--- config.mk ---
export PLATFORM = sky130hd
export DESIGN_NAME = ppu_unpack
export DESIGN_NICKNAME = d
export VERILOG_FILES = /design/src/design/ppu_pkg.sv /design/src/design/ppu_unpack.sv
export SDC_FILE = /design/constraint.sdc
export NUM_CORES = 1
export LEC_CHECK = 0
export ABC_AREA = 1
export BUFFER_PORTS_ARGS = -buffer_cell sky130_fd_sc_hd__buf_2
export CELL_PAD_IN_SITES_DETAIL_PLACEMENT = 0
export CELL_PAD_IN_SITES_GLOBAL_PLACEMENT = 1
export CORE_MARGIN = 3
export CORE_UTILIZATION = 25
export DETAILED_ROUTE_END_ITERATION = 6
export GPL_TIMING_DRIVEN = 0
export HOLD_SLACK_MARGIN = 0.1
export PLACE_DENSITY = 0.64
export SLEW_MARGIN = 0
export SYNTH_ARGS = -nofsm -noshare
export SYNTH_HDL_FRONTEND = slang
export SYNTH_SLANG_ARGS = --single-unit
--- constraint.sdc ---
create_clock -name clk -period 6.8 [get_ports clk]
set_input_delay 0.34 -clock clk [delete_from_list [all_inputs] [get_ports clk]]
set_output_delay 0.34 -clock clk [all_outputs]
set_load 0.01 [all_outputs]
--- src/design/ppu_pkg.sv ---
package ppu_pkg;

	typedef enum logic [1:0] {
		OP_PALETTE = 2'd0,
		OP_DATA    = 2'd1,
		OP_SOF     = 2'd2,
		OP_UNUSED  = 2'd3
	} opcode_t;

	typedef enum logic [1:0] {
		REG_BPP    = 2'd0,
		REG_WIDTH  = 2'd1,
		REG_HEIGHT = 2'd2,
		REG_NONE   = 2'd3
	} reg_index_t;

	localparam logic KIND_CLEAR = 1'b0;
	localparam logic KIND_DRAW  = 1'b1;

	typedef struct packed {
		logic [3:0] bpp;
		logic [6:0] width;
		logic [6:0] height;
	} cfg_t;

	// one decoded index (or a clear) on its way to the result stage
	typedef struct packed {
		logic       valid;
		logic       clear;
		logic       fin;
		logic       oob;
		logic [5:0] column;
		logic [5:0] row;
	} evt_t;

	typedef struct packed {
		logic        kind;
		logic [5:0]  column;
		logic [5:0]  row;
		logic [15:0] color;
	} res_t;

	function automatic logic [15:0] to_rgb565(input logic [23:0] rgb);
		return {rgb[23:19], rgb[15:10], rgb[7:3]};
	endfunction

endpackage

--- src/design/ppu_unpack.sv ---
module ppu_unpack #(
	parameter int PALETTE_DEPTH = 256,
	parameter int MAX_DIMENSION = 64
) (
	input  logic                             clk,
	input  logic                             arst_n,
	input  ppu_pkg::cfg_t                    cfg,
	input  logic                             cfg_bpp_wr,
	input  logic                             in_valid,
	output logic                             in_ready,
	input  logic [1:0]                       opcode,
	input  logic [7:0]                       data_byte,
	input  logic [7:0]                       palette_index,
	input  logic [7:0]                       red,
	input  logic [7:0]                       green,
	input  logic [7:0]                       blue,
	output logic                             ram_we,
	output logic [$clog2(PALETTE_DEPTH)-1:0] ram_waddr,
	output logic [23:0]                      ram_wdata,
	output logic                             ram_re,
	output logic [$clog2(PALETTE_DEPTH)-1:0] ram_raddr,
	input  logic                             advance,
	output ppu_pkg::evt_t                    evt_s1
);

	localparam int AW = $clog2(PALETTE_DEPTH);
	localparam int DW = $clog2(MAX_DIMENSION + 1);
	localparam logic [7:0] MaxDim8 = 8'(MAX_DIMENSION);
	localparam logic [8:0] Depth9  = 9'(PALETTE_DEPTH);

	logic [14:0]   acc_q;
	logic [3:0]    avail_q;
	logic          busy_q;
	logic [DW-1:0] col_q;
	logic [DW-1:0] row_q;

	logic [3:0]    eff;
	logic [7:0]    mask8;
	logic [7:0]    idx;
	logic [14:0]   acc_sh;
	logic [3:0]    avail_sh;
	logic [7:0]    w8;
	logic [7:0]    h8;
	logic [DW-1:0] width;
	logic [DW-1:0] height;
	logic [DW-1:0] col_step;
	logic [DW-1:0] row_step;
	logic          row_done;
	logic          step_end;
	logic          step;
	logic          accept;
	logic [14:0]   acc_b;
	logic [3:0]    avail_b;
	logic [DW-1:0] col_b;
	logic [DW-1:0] row_b;
	logic          busy_b;
	logic [31:0]   col32;
	logic [31:0]   row32;

	always_comb begin
		if (cfg.bpp == 4'd0) begin
			eff = 4'd1;
		end else if (cfg.bpp > 4'd8) begin
			eff = 4'd8;
		end else begin
			eff = cfg.bpp;
		end
		w8 = {1'b0, cfg.width};
		h8 = {1'b0, cfg.height};
		if (w8 == 8'd0) begin
			w8 = 8'd1;
		end else if (w8 > MaxDim8) begin
			w8 = MaxDim8;
		end
		if (h8 == 8'd0) begin
			h8 = 8'd1;
		end else if (h8 > MaxDim8) begin
			h8 = MaxDim8;
		end
		width  = w8[DW-1:0];
		height = h8[DW-1:0];
	end

	assign mask8    = 8'hFF >> (4'd8 - eff);
	assign idx      = acc_q[7:0] & mask8;
	assign acc_sh   = acc_q >> eff;
	assign avail_sh = avail_q - eff;

	always_comb begin
		if (({1'b0, col_q} + 1'b1) >= {1'b0, width}) begin
			col_step = '0;
			row_step = row_q + 1'b1;
		end else begin
			col_step = col_q + 1'b1;
			row_step = row_q;
		end
	end

	assign row_done = row_step >= height;
	assign step_end = (avail_sh < eff) || row_done;
	assign step     = busy_q && advance;

	always_comb begin
		if (step) begin
			col_b  = col_step;
			row_b  = row_step;
			busy_b = !step_end;
			if (row_done) begin
				acc_b   = '0;
				avail_b = '0;
			end else if (step_end) begin
				acc_b   = {8'd0, acc_sh[6:0]};
				avail_b = avail_sh;
			end else begin
				acc_b   = acc_sh;
				avail_b = avail_sh;
			end
		end else begin
			col_b   = col_q;
			row_b   = row_q;
			busy_b  = busy_q;
			acc_b   = acc_q;
			avail_b = avail_q;
		end
	end

	// a start of frame needs the event slot, so it never overlaps a step
	assign in_ready = advance &&
		(!busy_q || (step_end && opcode != ppu_pkg::OP_SOF));
	assign accept = in_valid && in_ready;

	always_ff @(posedge clk or negedge arst_n) begin
		if (!arst_n) begin
			acc_q   <= '0;
			avail_q <= '0;
			busy_q  <= 1'b0;
			col_q   <= '0;
			row_q   <= '0;
		end else begin
			acc_q   <= acc_b;
			avail_q <= avail_b;
			busy_q  <= busy_b;
			col_q   <= col_b;
			row_q   <= row_b;
			if (accept) begin
				unique case (opcode)
					ppu_pkg::OP_DATA: begin
						if (row_b < height) begin
							acc_q   <= acc_b | (15'({7'd0, data_byte}) << avail_b);
							avail_q <= avail_b + 4'd8;
							busy_q  <= 1'b1;
						end
					end
					ppu_pkg::OP_SOF: begin
						acc_q   <= '0;
						avail_q <= '0;
						col_q   <= '0;
						row_q   <= '0;
					end
					default: begin
					end
				endcase
			end
			if (cfg_bpp_wr) begin
				acc_q   <= '0;
				avail_q <= '0;
			end
		end
	end

	assign col32 = 32'(col_q);
	assign row32 = 32'(row_q);

	always_ff @(posedge clk or negedge arst_n) begin
		if (!arst_n) begin
			evt_s1 <= '0;
		end else if (advance) begin
			evt_s1.valid  <= step || (accept && opcode == ppu_pkg::OP_SOF);
			evt_s1.clear  <= !step;
			evt_s1.fin    <= step ? step_end : 1'b1;
			evt_s1.oob    <= {1'b0, idx} >= Depth9;
			evt_s1.column <= step ? col32[5:0] : 6'd0;
			evt_s1.row    <= step ? row32[5:0] : 6'd0;
		end
	end

	assign ram_re    = step;
	assign ram_raddr = idx[AW-1:0];
	assign ram_we    = accept && opcode == ppu_pkg::OP_PALETTE &&
		{1'b0, palette_index} < Depth9;
	assign ram_waddr = palette_index[AW-1:0];
	assign ram_wdata = {red, green, blue};

endmodule

==> run metrics <==
run status finished clean; final WL 14200 µm; final hold violation count 0; clk sinks 49; fin crit period 4.69 ns; Syn Area/Cell 6.79 µm²; Post-synth EDFFs 0; Die Wd 142 µm; Buf/Inv on CP 6; vias per inst 4.45; Sequential cell area 1230 µm²; DRT iter0 DRCs 238; CTS max path bufs 2; worst hold slack 0.271 ns; CP arrival 4.88 ns; post-route ant nets 0; flip-flop and latch count after synthesis 49; Post-CTS Repair Setup Buffers 0; DRC Markers 0; clock root buffer clkbuf_16; VDD IR max 0.103 mV; port bufs 89; Post-Layout Cell Count 999; GPL Wtd Cong 0.831; starting density of the core 0.260; Synthesized Nets 777; via count 4446; Synth Area in Simple Gates 0.301; Compound-Gate Fraction of Synth Area 0.168; async set or reset register ratio after synthesis 1.00; worst setup path category reg -> reg; IO Pins 124; # diodes 0; per-cell routed wire length 14.2 µm; post-synth top area share 0.267; sequential share of the synthesized area 0.267; CP Launch Type register; Final Cell Area 5490 µm²; final setup violation count 0; RSZ-0062 raised after global routing false; core area 17700 µm²; FILL cells 2030; Pwr Density 256 nW/µm²; Area contributors post-synth dfrtp_1, nand2_1, ha_1; post-synthesis mux area share 0; total of max-cap violations 0; highest clock rate 0.213 GHz; Slew HR 0.233; Critical Path RT 6.99 ns; die area 20100 µm²; adder-cell share of the synthesized area 0.0969; Worst Tran Pin Value 1.15 ns; first-pass GRT wire length 22700 µm; CTS Buf Count 5; Area after DPL 5320 µm²; Worst Path Max Fanout 10; Hold-fix buffers, CTS 0; post-synthesis xor/xnor area fraction 0.0229; Layout area overhead 19.5%; Site Rows 48; CP delay by family, top simple AND/OR/NAND/NOR gates; Worst Clk Skew 0.00587 ns; reg2reg start col_q[0]; initial antenna violation count 0; CTS tree built; Nets 873; HP Class in -> async; GRT Util Overall 0.140; Top FF cell, synth dfrtp_1; vias in the first global route 4179; Distinct cells, synth 48; die height 142 µm; clk slew on worst S/H paths 0.07 ns; pin count of the biggest net entering global routing 50; Netlist Area Pre-Place 4600 µm²; Synth Warn # 0; H-tree Lvls 2; static leakage 2.90 nW; dpl cells 991; Initial DRT Pass Iterations 4; Clock Latency Late Sink 0.30 ns; Max stage delay on crit path 0.53 ns; Crit. End Element register; CP max-delay cell o31ai_4; GRT overflow 0; post-CTS resize count 0; fin crit share 0.690; most frequent CP cell inv_1; main combinational cell family by area after synthesis simple AND/OR/NAND/NOR gates; share of post-route cells with drive strength above 1 0.233; Final Max Tran Viols 0; area occupied by multi-input gates 2710 µm²; crit path launch col_q[0]; Post-DP HPWL 11600 µm; Synth area leader dfrtp_1; Setup TNS Final 0 ns; Gate Count Post-Synth 677; final core occ 0.311
## Yosys cell counts (5+ instances only)
library cell	number
o21ai_0	53
o22ai_1	5
inv_2	10
clkbuf_1	10
nand3_1	31
nor2_1	60
inv_1	70
ha_1	34
xor2_1	9
buf_4	36
nor2_2	12
nand2_2	5
nand4_1	5
nand2_1	190
a21oi_1	37
dfrtp_1	49
o21ai_1	5
## state kept, by name, indices dropped and copies added (netlist names)
register / cells
evt_s1: 15
busy_q: 1
row_q: 7
acc_q: 15
avail_q: 4
col_q: 7
## final timing paths
kind,to,slack [ns],cells past startpoint
max in group asynchronous,row_q[3],5.83,1
min in group clk,evt_s1[14],0.40,3
worst max-delay path,acc_q[9],2.11,28
worst min-delay path,acc_q[9],0.27,1
worst max register to register,acc_q[9],2.11,28
worst min register to register,evt_s1[2],0.48,2
## cells in the final DEF (no fill, tap or decap), types with 4 or more instances in the layout
| master | n |
|---|---|
| buf_4 | 36 |
| nor2_1 | 60 |
| nand2_2 | 5 |
| inv_1 | 70 |
| dfrtp_1 | 49 |
| a21oi_1 | 37 |
| nand4_1 | 5 |
| o21ai_1 | 5 |
| o22ai_1 | 5 |
| o21ai_0 | 53 |
| ha_1 | 34 |
| clkbuf_1 | 10 |
| inv_2 | 10 |
| nor2_2 | 12 |
| buf_2 | 92 |
| nand3_1 | 31 |
| nand2_1 | 190 |
| xor2_1 | 9 |
| clkbuf_16 | 5 |
| nor3_1 | 4 |
## layout make-up
type	count	area share
tap	225	0.0513
clock buffer	5	0.0228
inverter	81	0.0554
sequential	49	0.223
buffer	52	0.0649
timing repair buffer	89	0.0811
clock inverter	3	0.00797
multi-input combinational	495	0.493
## report_power, final
group          leakage (nW)  internal (mW)  switching [mW]
sequential            0.664          0.345          0.0511
combinational          2.15          0.255           0.464
clock                0.0842          0.174           0.116
total                  2.90          0.775           0.631
## kinds of logic (layout without fill, tap and decap cells)
family                   Yosys count  after routing
adder cells (fa/ha/maj)           35             35
buffers and inverters            133            230
XOR/XNOR                          12             12
AND/OR/NAND/NOR                  320            320
other                              1              1
AO/OA/AOI/OAI                    127            127
flip-flops                        49             49
## through the flow
stage          setup WS, ns  total power, mW
4_1_cts                2.06             1.42
2_1_floorplan          2.89            0.907
3_3_place_gp           2.10             1.13
3_5_place_dp           2.13             1.13
6_report               2.11             1.41
5_1_grt                1.62             1.54
## metal layers
metal  track usage  vias up  wire, µm
li1              -     2337         -
met1         0.219     2004      7570
met2         0.204       99      5860
met3        0.0155        6       627
met4        0.0298        0       128
met5             0        -         0
Note: power is estimated with default switching activity, not from simulation.
