[src/design/ppu_pkg.sv]
package ppu_pkg;

	typedef enum logic [1:0] {
		OP_PALETTE = 2'd0,
		OP_DATA    = 2'd1,
		OP_SOF     = 2'd2,
		OP_UNUSED  = 2'd3
	} opcode_t;

	typedef enum logic [1:0] {
		REG_BPP    = 2'd0,
		REG_WIDTH  = 2'd1,
		REG_HEIGHT = 2'd2,
		REG_NONE   = 2'd3
	} reg_index_t;

	localparam logic KIND_CLEAR = 1'b0;
	localparam logic KIND_DRAW  = 1'b1;

	typedef struct packed {
		logic [3:0] bpp;
		logic [6:0] width;
		logic [6:0] height;
	} cfg_t;

	// one decoded index (or a clear) on its way to the result stage
	typedef struct packed {
		logic       valid;
		logic       clear;
		logic       fin;
		logic       oob;
		logic [5:0] column;
		logic [5:0] row;
	} evt_t;

	typedef struct packed {
		logic        kind;
		logic [5:0]  column;
		logic [5:0]  row;
		logic [15:0] color;
	} res_t;

	function automatic logic [15:0] to_rgb565(input logic [23:0] rgb);
		return {rgb[23:19], rgb[15:10], rgb[7:3]};
	endfunction

endpackage

[src/design/ppu_out.sv]
module ppu_out (
	input  logic          clk,
	input  logic          arst_n,
	input  ppu_pkg::evt_t evt_s1,
	input  logic [23:0]   rdata,
	output logic          advance,
	output logic          out_valid,
	input  logic          out_ready,
	output logic          kind,
	output logic [5:0]    column,
	output logic [5:0]    row,
	output logic [15:0]   color,
	output logic          last
);

	ppu_pkg::res_t pend_q;
	ppu_pkg::res_t res_q;
	ppu_pkg::res_t evt_res;
	logic          pend_valid_q;
	logic          pend_fin_q;
	logic          out_valid_q;
	logic          last_q;
	logic          draw_hit;
	logic          skip_fin;
	logic          can_out;
	logic          release_pend;

	// black and out-of-range entries are skipped
	assign draw_hit = evt_s1.valid &&
		(evt_s1.clear || (!evt_s1.oob && rdata != 24'd0));
	assign skip_fin = evt_s1.valid && !draw_hit && evt_s1.fin;
	assign can_out  = !out_valid_q || out_ready;

	// hold one result back so last can be set once the word's end is known
	assign release_pend = pend_valid_q && (pend_fin_q || draw_hit) && can_out;
	assign advance      = !draw_hit || !pend_valid_q || release_pend;

	always_comb begin
		if (evt_s1.clear) begin
			evt_res = '{kind: ppu_pkg::KIND_CLEAR, column: 6'd0, row: 6'd0, color: 16'd0};
		end else begin
			evt_res = '{kind: ppu_pkg::KIND_DRAW, column: evt_s1.column, row: evt_s1.row,
				color: ppu_pkg::to_rgb565(rdata)};
		end
	end

	always_ff @(posedge clk or negedge arst_n) begin
		if (!arst_n) begin
			pend_valid_q <= 1'b0;
			pend_fin_q   <= 1'b0;
			out_valid_q  <= 1'b0;
		end else begin
			if (draw_hit && advance) begin
				pend_valid_q <= 1'b1;
				pend_fin_q   <= evt_s1.fin;
			end else if (release_pend) begin
				pend_valid_q <= 1'b0;
			end else if (skip_fin && pend_valid_q) begin
				pend_fin_q <= 1'b1;
			end
			if (release_pend) begin
				out_valid_q <= 1'b1;
			end else if (out_ready) begin
				out_valid_q <= 1'b0;
			end
		end
	end

	always_ff @(posedge clk) begin
		if (draw_hit && advance) begin
			pend_q <= evt_res;
		end
		if (release_pend) begin
			res_q  <= pend_q;
			last_q <= pend_fin_q;
		end
	end

	assign out_valid = out_valid_q;
	assign kind      = res_q.kind;
	assign column    = res_q.column;
	assign row       = res_q.row;
	assign color     = res_q.color;
	assign last      = last_q;

endmodule

[config.mk]
export PLATFORM = sky130hd
export DESIGN_NAME = ppu_out
export DESIGN_NICKNAME = d
export VERILOG_FILES = /design/src/design/ppu_pkg.sv /design/src/design/ppu_out.sv
export SDC_FILE = /design/constraint.sdc
export NUM_CORES = 1
export LEC_CHECK = 0
export BUFFER_PORTS_ARGS = -buffer_cell sky130_fd_sc_hd__buf_2
export CAP_MARGIN = 20
export CORE_ASPECT_RATIO = 0.6
export CORE_UTILIZATION = 42
export DETAILED_ROUTE_END_ITERATION = 7
export PLACE_DENSITY = 0.68
export SYNTH_ARGS = -nofsm -noshare
export SYNTH_HDL_FRONTEND = slang
export SYNTH_SLANG_ARGS = --single-unit
[constraint.sdc]
create_clock -name clk -period 3.12 [get_ports clk]
set_input_delay 0.312 -clock clk [delete_from_list [all_inputs] [get_ports clk]]
set_output_delay 0.312 -clock clk [all_outputs]
set_load 0.03 [all_outputs]
==> flow_summary.yaml, run 1 <==
floorplan:
  dieArea_mm2: 0.00568
  start_util_pct: 44.2
  die_h_um: 58.8
  core_mm2: 0.00510
  rows: 20
  ios: 75
  die_w_um: 96.6
worst_setup_path:
  cpPeakStageDelay_ps: 440
  required_ps: 3130
  crit_chain: "buf_2 -> inv_1 -> nand2_1 -> o311a_4 -> o21ai_1 -> nor2_2 -> buf_4"
  worstSetupPathType: "input port to register"
  r2r_end: "row[2]$_DFFE_PP_"
  path_buf_inv: 3
  rrSetupSlack_ps: 1410
  cp-startpoint: "evt_s1[14]"
  crit_family: "buffers and inverters"
  setup.worst_path.end: "row[2]$_DFFE_PP_"
  worstPathArrival_ps: 2130
  critPathMaxFanout: 31
  cp_num_cells: 7
  cp-end-kind: "register"
  crit_path_top_delay_cell: "nor2_2"
  r2r_cells: 3
  worstSetupStartpointType: "input port"
  rr_startpoint: "pend_valid_q$_DFFE_PN0P_"
yosys:
  ys_types: 22
  synthFlopType: "edfxtp_1"
  ys_ff_latch: 62
  synthesis.nets: 166
  synthCells: 123
  mappedNetlistArea_mm2: 0.00226
  synth_edf_count: 59
  synthArstFlopShare_pct: 4.84
  syn_avg_cell_area_um2: 18.3
  yosys_warnings: 0
  ys_seq_area_share_pct: 81.9
timing:
  hold_viol: 0
  layout_min_cycle_time_ps: 2120
  slew_headroom_pct: 64.4
  tns_ps: 0
  rsz0062_at_grt: "no"
  hold_slack_ps: 276
  max_freq_mhz: 472
  fin_worst_skew_ps: 7.19
  finalSetupViolations: 0
  maxSlewViolCount: 0
  worstMarginPinSlew_ps: 533
  fin_crit_sh_pct: 67.9
clock_network:
  cts_root_buf: "clkbuf_8"
  cts_buffers: 9
  cts.sinks: 62
  cts_max_path_buffers: 2
  clk_latency_ps: 330
  cts_resized: 0
  htreeDepth: 3
  cts_tree: "done"
  clk_pin_slew_ps: 60
pwr:
  power_frac_seq_pct: 48.5
  power_frac_clock_pct: 28.7
  p_leak_nw: 1.13
  pwr-share-comb_pct: 22.8
  power.switching_uw: 766
  switching_share_pct: 30.6
  irDropWorstVdd_uv: 253
  power_density_mw_per_mm2: 856
  internal-power_mw: 1.74
routing:
  firstDrtPassIters: 4
  vias_per_cell: 4.66
  routed_wl_um: 3720
  route.detailed.drc: 0
  drt_iter0_markers: 45
  final_antenna_net_count: 0
  vias: 1296
  avgRoutedWirePerCell_um: 13.4
global_routing:
  grt_max_degree: 32
  grt.total_usage_pct: 14.6
  grt_pass1_vias: 1229
  grt_pass1_wl_um: 5880
  grt-ovfl-total: 0
  antenna_found_initial: 0
outcome:
  status: "completed"
cells_and_area:
  layout-drive-gt1-share_pct: 45.3
  syn_to_final_growth_pct: 29.8
  nNetsFinal: 251
  n_antenna_cell: 0
run:
  cap_violations: 0
min_path:
  min_path_type: "input port to register"
  hold_depth: 2
placed_design:
  io_buffers: 74
  place_congestion: 0.815
  dpl.hpwl_um: 2650
[sequential cells by signal, indices dropped and copies added (netlist names)]
register,flops
color,16
kind,1
pend_q,29
column,6
pend_valid_q,1
row,6
last,1
pend_fin_q,1
out_valid,1
[synth_stat cells (2+ instances only)]
cell type,number,area (um2)
nor2b_1,29,181
nor4_2,3,37.5
nor2_1,3,11.3
nor3_2,2,20.0
dfrtp_1,3,75.1
edfxtp_1,59,1770
nor4_1,2,12.5
nand2_1,6,22.5
clkbuf_1,3,11.3
[per-layer routing]
| metal | up-vias | wire (um) | track usage, % |
|---|---|---|---|
| met4 | 0 | 92 | 5.97 |
| li1 | 628 | - | - |
| met3 | 12 | 320 | 8.08 |
| met5 | - | 0 | 0 |
| met2 | 55 | 1700 | 21.8 |
| met1 | 601 | 1610 | 17.8 |
[worst register-to-register path, delay by kind of cell, from the launching register on]
kind                   cells  cell delay (ps)
DFF                        1              460
AOI/OAI and AO/OA          1              130
and+or+nand+nor            1              440
buffers and inverters      1              370
[final cells by class]
type,count,area (um2)
sequential,62,1850
multi-input combinational,57,397
clock inverter,5,75.1
tap,66,82.6
clock buffer,10,128
fill,427,2180
inverter,1,3.75
timing repair buffer,77,395
[stage by stage]
step           cells  utilization, %  cell area, um2  power (mW)  worst slack, ps
4_1_cts          278            57.4            2930        2.54              952
5_1_grt          278            57.4            2930        2.62              810
3_5_place_dp     262            53.2            2720        1.81              594
3_3_place_gp     262            53.2            2720        1.80              661
2_1_floorplan    123               -            2260        1.61              665
6_report         278            57.4            2930        2.51             1000
[how the worst min path moves through the flow]
stage,startpoint,to,slack (ps)
3_5_place_dp,arst_n,out_valid$_DFFE_PN0P_,120
3_3_place_gp,arst_n,out_valid$_DFFE_PN0P_,120
2_1_floorplan,arst_n,out_valid$_DFFE_PN0P_,20
6_report,evt_s1[2],pend_q[18]$_SDFFCE_PP0P_,280
4_1_cts,evt_s1[2],pend_q[18]$_SDFFCE_PP0P_,260
5_1_grt,evt_s1[9],pend_q[25]$_SDFFCE_PP0P_,270
[kinds of logic after synthesis]
| logic type | share of synthesized area [%] |
|---|---|
| flip-flops | 81.9 |
| AND/OR/NAND/NOR | 14.6 |
| AO/OA/AOI/OAI | 2.83 |
| buffers and inverters | 0.665 |
[placed cells by master (no fill, tap or decap), drive strengths merged, types with 2 or more instances in the layout]
cell and instances:
buf 76, bufinv 2, clkbuf 10, clkinv 2
dfrtp 3, edfxtp 59, nand2 6, nor2 3
nor2b 29, nor3 2, nor4 6
[power groups by stage]
stage / sequential [mW] / combinational (mW) / clock [mW]
floorplan: 1.47 / 0.140 / 0
global placement: 1.23 / 0.570 / 0
detailed placement: 1.23 / 0.580 / 0
CTS: 1.22 / 0.580 / 0.740
global route: 1.23 / 0.611 / 0.776
finish: 1.21 / 0.572 / 0.719
[timing repair]
action | CTS | global route
buffers inserted | 0 | 0
hold endpoints to repair | 3 | 0
hold buffers | 1 | 0
setup endpoints to repair | 0 | 0
(Power assumes the default switching activity.)
==> inputs of run 2 (changes only) <==
==> constraint.sdc (replaced) <==
create_clock -name clk -period 2 [get_ports clk]
set_input_delay 0.2 -clock clk [delete_from_list [all_inputs] [get_ports clk]]
set_output_delay 0.2 -clock clk [all_outputs]
set_load 0.03 [all_outputs]
==> run 2 against run 1 <==
Effect of this change:
- routed wire length rose by 3.0%
- utilization increased by 0.51 points
- clock skew is 0.97 ps lower
- total power increased by 57%
- die area unchanged
- highest routed layer unchanged
- final cell count rose by 0.72%
- count of clock-buffer cells in the layout decreased by 1
- worst setup slack got worse by 710 ps
- critical path depth down 1
- final area increased by 0.90%
- sequential cell count is the same
- sequential share of layout area down 0.56 points
- critical path type is now input port to primary output
==> flow_summary.yaml, run 2 (synthesis results as in run 1) <==
outcome:
  status: "completed"
timing:
  tns_ps: 0
  hold_viol: 0
  slew_headroom_pct: 79.5
  layout_min_cycle_time_ps: 1710
  finalSetupViolations: 0
  maxSlewViolCount: 0
  worstMarginPinSlew_ps: 304
  rsz0062_at_grt: "no"
  fin_worst_skew_ps: 6.21
  fin_crit_sh_pct: 85.3
  max_freq_mhz: 586
  worst_slack_ps: 294
placed_design:
  io_buffers: 74
  place_ws_ps: 40.2
  place_congestion: 0.834
  dpl.hpwl_um: 2700
worst_setup_path:
  worstPathArrival_ps: 1510
  worstSetupPathType: "input port to primary output"
  critPathMaxFanout: 7
  cp-end-kind: "primary output"
  required_ps: 1800
  worstSetupStartpointType: "input port"
cells_and_area:
  mostFrequentLayoutCells: "74 x buf_2, 59 x edfxtp_1, 29 x nor2b_1"
  largest_register_ffs: 29
  regMostFlops: "pend_q"
  mostFrequentLayoutCell: "buf_2"
  num-fill-cells: 431
  layout-drive-gt1-share_pct: 46.3
  n_antenna_cell: 0
  syn_to_final_growth_pct: 30.9
  nNetsFinal: 253
min_path:
  min_path_type: "input port to register"
global_routing:
  grt_pass1_wl_um: 6150
  grt.total_usage_pct: 15.2
  antenna_found_initial: 0
  grt_max_degree: 31
  grt-ovfl-total: 0
  grt_pass1_vias: 1265
floorplan:
  core_mm2: 0.00510
  dieArea_mm2: 0.00568
  rows: 20
  ios: 75
  die_h_um: 58.8
  start_util_pct: 44.2
  die_w_um: 96.6
routing:
  wl_met3_um: 352
  route.met2.wl_um: 1770
  top_layer_used: "met4"
  wl_met1_um: 1690
  drt_iter0_markers: 55
  vias_per_cell: 4.69
  vias: 1312
  routed_wl_um: 3840
  final_antenna_net_count: 0
  route.detailed.drc: 0
  avgRoutedWirePerCell_um: 13.7
  firstDrtPassIters: 4
pwr:
  p_leak_nw: 1.15
  power_frac_seq_pct: 47.8
  switching_share_pct: 30.4
  power_frac_clock_pct: 28.4
  internal-power_mw: 2.74
  irDropWorstVdd_uv: 818
  power.switching_mw: 1.20
  pwr-share-comb_pct: 23.7
  power_density_mw_per_mm2: 1330
clock_network:
  cts_root_buf: "clkbuf_8"
  cts_tree: "done"
  cts_max_path_buffers: 2
  cts_buffers: 9
  clk_pin_slew_ps: 70
  cts.sinks: 62
  htreeDepth: 3
  cts_resized: 0
  clk_latency_ps: 330
run:
  cap_violations: 0
run 2: cell count changes in the layout (fill, tap and decap cells not counted):
cell / delta
clkbuf_1: -1
clkinvlp_4: -1
buf_12: +1
clkinv_2: +2
buf_4: +1
run 2: final cells by class:
class / instances / area (um2) / area share [%]
Clock buffer: 9 / 124 / 4.19
Sequential cell: 62 / 1850 / 62.5
Inverter: 1 / 3.75 / 0.127
Timing Repair Buffer: 79 / 423 / 14.3
Tap cell: 66 / 82.6 / 2.80
Clock inverter: 6 / 77.6 / 2.63
Multi-Input combinational cell: 57 / 397 / 13.4
run 2: power by group through the flow:
stage / Combinational, mW / Sequential (mW) / Clock (mW)
after CTS: 0.950 / 1.89 / 1.16
after global placement: 0.931 / 1.90 / 0
after global routing: 0.993 / 1.91 / 1.22
final: 0.933 / 1.88 / 1.12
after detailed placement: 0.945 / 1.91 / 0
after floorplan: 0.222 / 2.29 / 0
run 2: critical path, cell delays in order:
cell	delay, ps
buf_2	110
nor4_2	320
nand4_1	170
o311a_4	420
nand3_1	90
buf_2	190
run 2: worst paths after layout:
kind	from	slack [ps]	to	cells past startpoint
worst min-delay path	evt_s1[7]	160	pend_q[23]$_SDFFCE_PP0P_	2
min in group asynchronous	arst_n	190	out_valid$_DFFE_PN0P_	2
worst min register to register	pend_q[6]$_SDFFCE_PP0P_	420	color[6]$_DFFE_PP_	0
worst max register to register	out_valid$_DFFE_PN0P_	590	pend_q[19]$_SDFFCE_PP0P_	4
worst max-delay path	rdata[5]	290	advance	6
max in group asynchronous	arst_n	1710	pend_fin_q$_DFFE_PN0P_	2
run 2: through the flow:
step	util (%)	std cells	power, mW	hold WS [ps]	instance area (um2)
floorplan	-	123	2.51	-95.6	2260
global placement	53.7	264	2.83	-2.84	2740
detailed placement	53.7	264	2.86	-2.02	2740
CTS	57.9	280	3.99	141	2950
global route	57.9	280	4.12	141	2950
finish	57.9	280	3.93	163	2950
run 2: timing repair:
action | CTS | global route
hold buffers | 1 | 0
setup buffers | 0 | 0
hold endpoints to repair | 3 | 0
run 2: layer usage:
layer  vias up  global-route usage [%]
met5         -                       0
met4         0                    5.76
met3         2                    9.26
met2        57                    22.5
met1       622                    18.3
li1        631                       -
==> inputs of run 3 (changes only) <==
--- a/config.mk
+++ b/config.mk
@@ -7,10 +7,11 @@
 export LEC_CHECK = 0
 export BUFFER_PORTS_ARGS = -buffer_cell sky130_fd_sc_hd__buf_2
 export CAP_MARGIN = 20
-export CORE_ASPECT_RATIO = 0.6
 export CORE_UTILIZATION = 42
 export DETAILED_ROUTE_END_ITERATION = 7
+export GPL_TIMING_DRIVEN = 0
 export PLACE_DENSITY = 0.68
 export SYNTH_ARGS = -nofsm -noshare
 export SYNTH_HDL_FRONTEND = slang
 export SYNTH_SLANG_ARGS = --single-unit
+export TNS_END_PERCENT = 50
==> run 3 against run 2 <==
Effect of this change:
- total power decreased by 2.9%
- clock power decreased by 12%
- clock skew decreased by 1.0 ps
- register-to-register slack got worse by 400 ps
- first-iteration DRC count decreased by 40%
- largest power group unchanged
- highest routed layer is now met5
==> flow_summary.yaml, run 3 (synthesis results as in run 1) <==
outcome:
  status: "completed"
worst_setup_path:
  critPathMaxFanout: 16
  cp-startpoint: "rdata[5]"
  r2r_cells: 4
  cp-end-kind: "register"
  worstSetupPathType: "input port to register"
  rrSetupSlack_ps: 190
  worstSetupStartpointType: "input port"
  rr_startpoint: "out_valid$_DFFE_PN0P_"
  setup.worst_path.end: "pend_q[13]$_SDFFCE_PP0P_"
  required_ps: 2080
  r2r_end: "pend_q[13]$_SDFFCE_PP0P_"
  worstPathArrival_ps: 1950
clock_network:
  clk_latency_ps: 320
  cts_tree: "done"
  clk_pin_slew_ps: 60
  htreeDepth: 3
  cts_max_path_buffers: 2
  cts_root_buf: "clkbuf_8"
  cts_buffers: 9
  cts.sinks: 62
floorplan:
  die_h_um: 75.3
  start_util_pct: 43.9
  die_w_um: 75.3
  ios: 75
  dieArea_mm2: 0.00567
  rows: 26
  core_mm2: 0.00514
routing:
  vias_per_cell: 4.38
  route.detailed.drc: 0
  avgRoutedWirePerCell_um: 12.7
  routed_wl_um: 3620
  final_antenna_net_count: 0
  drt_iter0_markers: 33
  firstDrtPassIters: 4
  vias: 1253
placed_design:
  io_buffers: 74
  dpl.hpwl_um: 2670
  place_congestion: 0.738
  place_ws_ps: -240
  placedCellCount: 269
cells_and_area:
  utilization_pct: 57.6
  n_antenna_cell: 0
  nNetsFinal: 254
  syn_to_final_growth_pct: 31.3
  mostFrequentLayoutCells: "74 x buf_2, 59 x edfxtp_1, 29 x nor2b_1"
  layout-drive-gt1-share_pct: 44.9
  finalNonFillerCells: 286
  mostFrequentLayoutCell: "buf_2"
  largest_register_ffs: 29
  regMostFlops: "pend_q"
timing:
  fin_worst_skew_ps: 5.22
  layout_min_cycle_time_ps: 1870
  worst_slack_ps: 134
  tns_ps: 0
  finalSetupViolations: 0
  slew_headroom_pct: 49.6
  hold_viol: 0
  rsz0062_at_grt: "no"
  fin_crit_sh_pct: 93.3
  worstMarginPinSlew_ps: 755
  maxSlewViolCount: 0
  max_freq_mhz: 536
min_path:
  min_path_type: "input port to register"
global_routing:
  antenna_found_initial: 1
  grt.total_usage_pct: 13.7
  grt_pass1_wl_um: 5310
  grt-ovfl-total: 0
  grt_pass1_vias: 1160
  grt_max_degree: 21
pwr:
  power_density_mw_per_mm2: 1290
  p_leak_nw: 1.14
  irDropWorstVdd_uv: 694
run:
  cap_violations: 0
-- run 3: worst max-delay path: stages --
cell and delay (ps):
buf_2 110, nor4_2 350, nand4_1 190, o311a_4 420
and2_1 400, buf_16 280
-- run 3: layout make-up --
cell class	instances	area [um2]
timing repair buffer	77	435
inverter	1	3.75
clock buffer	10	128
sequential	62	1850
fill	448	2180
clock inverter	6	52.6
tap	70	87.6
buffer	3	11.3
multi-input combinational	57	397
-- run 3: worst min-delay path by stage --
stage | from | end | slack (ps) | cells past startpoint
after floorplan | arst_n | out_valid$_DFFE_PN0P_ | -100 | 0
after global routing | evt_s1[9] | pend_q[25]$_SDFFCE_PP0P_ | 160 | 2
after detailed placement | arst_n | pend_fin_q$_DFFE_PN0P_ | -2 | 1
after global placement | arst_n | pend_valid_q$_DFFE_PN0P_ | 0.7 | 1
after CTS | evt_s1[1] | pend_q[17]$_SDFFCE_PP0P_ | 150 | 2
final | evt_s1[9] | pend_q[25]$_SDFFCE_PP0P_ | 170 | 2
-- run 3: report_power, final --
part           leakage (nW)  switching [mW]  total, mW  internal [mW]
combinational         0.447           0.670      0.956          0.287
sequential            0.602          0.0873       1.88           1.79
clock                0.0949           0.423      0.983          0.560
total                  1.14            1.18       3.82           2.64
-- run 3: stage by stage --
stage	area (um2)	hold slack, ps	power [mW]
global placement	2720	0.739	2.79
CTS	2960	148	3.87
detailed placement	2770	-1.96	2.88
floorplan	2260	-95.6	2.51
finish	2960	165	3.82
global route	2960	157	4.00
-- run 3: metal layers --
layer / global-route usage, % / up-vias / share of wire, %
met1: 14.8 / 562 / 40
met2: 22.2 / 37 / 52
met3: 4.89 / 12 / 5.3
met4: 10.5 / 2 / 2.5
li1: - / 640 / -
met5: 0 / - / 0.33
-- run 3: repair_timing --
action,CTS,global route
hold buffers,1,0
resized for setup,0,0
hold endpoints to repair,3,0
buffers inserted,0,0
